`config.mk`:
```
export PLATFORM = sky130hd
export DESIGN_NAME = lbb_ram
export DESIGN_NICKNAME = d
export VERILOG_FILES = /design/src/lbb_ram.sv
export SDC_FILE = /design/constraint.sdc
export NUM_CORES = 2
export LEC_CHECK = 0
export BUFFER_PORTS_ARGS = -buffer_cell sky130_fd_sc_hd__buf_4
export CORE_MARGIN = 1
export CORE_UTILIZATION = 56
export DETAILED_ROUTE_END_ITERATION = 12
export PLACE_DENSITY = 0.81
export SYNTH_ARGS = -nofsm -noshare
export SYNTH_HDL_FRONTEND = slang
export SYNTH_SLANG_ARGS = --single-unit
export TNS_END_PERCENT = 50
```
`constraint.sdc`:
```
create_clock -name i_clk -period 7.95 [get_ports i_clk]
set_input_delay 1.59 -clock i_clk [delete_from_list [all_inputs] [get_ports i_clk]]
set_output_delay 1.59 -clock i_clk [all_outputs]
set_load 0.01 [all_outputs]
```
`src/lbb_ram.sv`:
```
// Generic single-write, single-read synchronous RAM with registered read data.
`timescale 1ns / 1ps

module lbb_ram #(
    parameter int WIDTH = 8,
    parameter int DEPTH = 256
) (
    input  logic                                      i_clk,
    input  logic                                      i_we,
    input  logic [((DEPTH > 1) ? $clog2(DEPTH) : 1)-1:0] i_waddr,
    input  logic [WIDTH-1:0]                          i_wdata,
    input  logic                                      i_re,
    input  logic [((DEPTH > 1) ? $clog2(DEPTH) : 1)-1:0] i_raddr,
    output logic [WIDTH-1:0]                          o_rdata
);

    logic [WIDTH-1:0] r_mem [DEPTH];
    logic [WIDTH-1:0] r_rdata;

    always_ff @(posedge i_clk) begin
        if (i_we) begin
            r_mem[i_waddr] <= i_wdata;
        end
        if (i_re) begin
            r_rdata <= r_mem[i_raddr];
        end
    end

    assign o_rdata = r_rdata;

endmodule

```
==> parameters.txt <==
Parameter                              Value

Floorplan
  Die boundary height ... 379 µm
  Ports placed on the boundary ... 35
  Number of placement rows ... 138
  Overall die width ... 379 µm
  Core box area ... 141000 µm²
  Area of the die ... 144000 µm²
  Starting Density ... 56.4%

Route
  Detailed Route Iter0 Violations ... 6227
  Via density ... 6.97
  Total length of routed wires ... 200000 µm
  Average wire length per cell after detail routing ... 34.2 µm
  Count of antenna-violating nets left after detailed routing ... 0
  Pre-Repair DR Iteration Count ... 6
  Number of remaining DRC errors ... 0
  Total via count after detailed routing ... 40800

Final layout
  Layout Nets ... 3820
  Synth-to-Final Area Change ... 10.3%
  Non-Filler Cell Area, Final ... 87800 µm²
  Layout cell share with drive strength beyond 1 ... 21.6%
  Core occupancy in the finished layout ... 62.2%

Timing
  Post-route minimum period ... 5360 ps
  Skew final ... 32.3 ps
  Setup repair after global routing missed its margin ... false
  Hold violation count in the final report ... 0
  Total negative slack ... 0 ps
  Final cycle utilization of the critical path ... 67.4%
  Relative slew slack ... 10.0%
  Max Clock Freq ... 187 MHz
  Worst-case setup margin in the final layout ... 2590 ps
  Max-slew violation count ... 0
  Final number of setup-violating endpoints ... 0
  Worst slew pin tran ... 1340 ps

Global route
  First-pass GRT wire length ... 287000 µm
  Maximum number of pins on one net before global-route repair ... 211
  Global routing usage summed across all routing layers ... 28.2%
  Antenna violations before repair ... 4
  Overall overflow remaining after global route ... 0
  Via count of the first global-routing pass ... 40300

Clocking
  CTS tree ... done
  Number of hold buffers added after CTS ... 0
  Clock buffer depth ... 3
  Num CTS Buffers ... 192
  Number of buffers inserted to repair setup after CTS ... 0
  Clock transition time at the flip-flop clock pins of the worst setup and hold paths ... 60 ps
  Clock sinks ... 2056
  Deepest level of the CTS H-tree ... 4
  Number of gates given a new drive strength after cts ... 0
  Root buf cell ... sky130_fd_sc_hd__clkbuf_16
  Clk_lat worst skew ... 830 ps

Worst setup path
  Crit path required time ... 8490 ps
  Type of the worst setup path ... in -> reg
  Worst setup SP type ... input port
  Data arrival, critical path ... 5900 ps
  Setup crit end kind ... flop
  Maximum fanout count along the critical path ... 72

Placement
  Placed wire-length estimate after detailed placement ... 114000 µm
  Worst slack, placed ... 1780 ps
  Count of buffers from port buffering ... 34
  Final weighted congestion in routability-driven placement ... 0.901
  Placed cell area ... 81600 µm²

Yosys
  Net count of the mapped netlist ... 3760
  Most used flip-flop cell after synthesis ... sky130_fd_sc_hd__edfxtp_1
  Unique masters post-synth ... 54
  FF+latch count, synth ... 2056
  Ys Warns ... 0
  Sequential-to-total area share from yosys stat ... 77.5%
  Number of flops mapped to enable cells by yosys ... 2056
  Share of synthesized flip-flops with an asynchronous set or reset ... 0%
  Area of the mapped netlist ... 79600 µm²
  Syn avg cell area ... 21.3 µm²
  Synthesized instance count ... 3733

Run
  Max capacitance violation total ... 0

Power
  P per Cell Area ... 253 nW/µm²
  Leak ... 0.0269 µW
  Maximum VDD drop ... 0.301 mV

Min path
  HP Class ... in -> reg

Status
  Run status ... finished, final reports clean
## Yosys cell counts (3+ instances only)
library cell               instances  area [µm²]
sky130_fd_sc_hd__nand2b_1          8        50.1
sky130_fd_sc_hd__buf_1            22        82.6
sky130_fd_sc_hd__o211ai_1         10        75.1
sky130_fd_sc_hd__buf_8            13         195
sky130_fd_sc_hd__nand3_1          34         170
sky130_fd_sc_hd__or2_2             4        25.0
sky130_fd_sc_hd__buf_2            31         155
sky130_fd_sc_hd__buf_4            27         203
sky130_fd_sc_hd__edfxtp_1       2056       61700
sky130_fd_sc_hd__o22a_1            5        43.8
sky130_fd_sc_hd__nor4_1           24         150
sky130_fd_sc_hd__nand2_1          33         124
sky130_fd_sc_hd__o32ai_1           4        35.0
sky130_fd_sc_hd__nor3_1           22         110
sky130_fd_sc_hd__mux2i_1         134        1340
sky130_fd_sc_hd__o21ai_0          10        50.1
sky130_fd_sc_hd__a21oi_1          96         480
sky130_fd_sc_hd__clkbuf_1        111         417
sky130_fd_sc_hd__o22ai_1          28         175
sky130_fd_sc_hd__buf_12            8         160
sky130_fd_sc_hd__a211oi_1         16         120
sky130_fd_sc_hd__o221ai_1         46         403
sky130_fd_sc_hd__nor4_2            3        37.5
sky130_fd_sc_hd__a22oi_1         133         998
sky130_fd_sc_hd__a22o_1            8        70.1
sky130_fd_sc_hd__nor2b_1          31         194
sky130_fd_sc_hd__and2_1            6        37.5
sky130_fd_sc_hd__nor2_1          282        1060
sky130_fd_sc_hd__nand4_1          10        62.6
sky130_fd_sc_hd__buf_6            21         236
sky130_fd_sc_hd__a221oi_1         13         114
sky130_fd_sc_hd__mux4_2          454       10200
## power by group
| group | total (µW) | internal (µW) | switching [µW] |
|---|---|---|---|
| clock | 9190 | 5180 | 4010 |
| combinational | 1060 | 347 | 709 |
| sequential | 12000 | 12000 | 18.6 |
| total | 22200 | 17500 | 4740 |
## metrics by stage
| stage | hold slack [ps] | total power (µW) | cells |
|---|---|---|---|
| floorplan | 864 | 12800 | 3733 |
| global placement | 1110 | 13200 | 5486 |
| detailed placement | 1140 | 13200 | 5489 |
| CTS | 1130 | 22200 | 5847 |
| global route | 1140 | 22600 | 5847 |
| finish | 1160 | 22200 | 5850 |
## registers in the layout (all words and copies together), names as in the netlist
name	cells
o_rdata	8
r_mem	2048
## layout make-up
cell class	instances	area, µm²
Fill cell	9048	53400
Tap cell	1890	2360
Antenna cell	3	7.51
Timing Repair Buffer	99	946
Multi-Input combinational cell	1442	16500
Inverter	2	7.51
Clock inverter	113	1130
Clock buffer	245	5110
Sequential cell	2056	61700
## routing by layer
layer,wire length (µm),global-route usage [%]
met2,96100,44.2
met4,9450,12.6
met5,49,0
met1,69100,37.5
met3,25400,7.51
## worst paths after layout
kind	slack, ps	from	cells after the start	endpoint
hold / removal	1160	i_re	1	o_rdata[6]$_DFFE_PP_
setup reg to reg	4740	r_mem[27][5]$_DFFE_PP_	6	o_rdata[5]$_DFFE_PP_
setup / recovery	2590	i_raddr[0]	9	o_rdata[5]$_DFFE_PP_
hold reg to reg	1180	r_mem[45][6]$_DFFE_PP_	5	o_rdata[6]$_DFFE_PP_
## cells by family (layout without fill, tap and decap cells)
group,after synthesis,count (layout),synth area share [%]
DFF,2056,2056,77.5
muxes,591,591,14.6
and+or+nand+nor,466,466,2.63
AOI/OAI and AO/OA,385,385,3.42
buffers and inverters,235,459,1.83
other,0,3,0
## cells in the final DEF (no fill, tap or decap), types with 31 or more instances in the layout
| master | count |
|---|---|
| sky130_fd_sc_hd__clkinv_2 | 38 |
| sky130_fd_sc_hd__buf_4 | 78 |
| sky130_fd_sc_hd__mux2i_1 | 134 |
| sky130_fd_sc_hd__o221ai_1 | 46 |
| sky130_fd_sc_hd__a22oi_1 | 133 |
| sky130_fd_sc_hd__edfxtp_1 | 2056 |
| sky130_fd_sc_hd__clkbuf_1 | 48 |
| sky130_fd_sc_hd__clkbuf_16 | 197 |
| sky130_fd_sc_hd__clkinv_1 | 39 |
| sky130_fd_sc_hd__nor2_1 | 279 |
| sky130_fd_sc_hd__a21oi_1 | 96 |
| sky130_fd_sc_hd__mux4_2 | 454 |
| sky130_fd_sc_hd__nand3_1 | 31 |
| sky130_fd_sc_hd__nand2_1 | 32 |
## critical path, cell delays in order
cell,delay (ps)
sky130_fd_sc_hd__buf_8,570
sky130_fd_sc_hd__buf_12,450
sky130_fd_sc_hd__buf_12,430
sky130_fd_sc_hd__mux4_2,580
sky130_fd_sc_hd__a22o_1,250
sky130_fd_sc_hd__a221oi_1,600
sky130_fd_sc_hd__o221ai_1,250
sky130_fd_sc_hd__a211oi_1,800
sky130_fd_sc_hd__nor4_1,120
No activity file was read; power rests on OpenSTA's default activity.
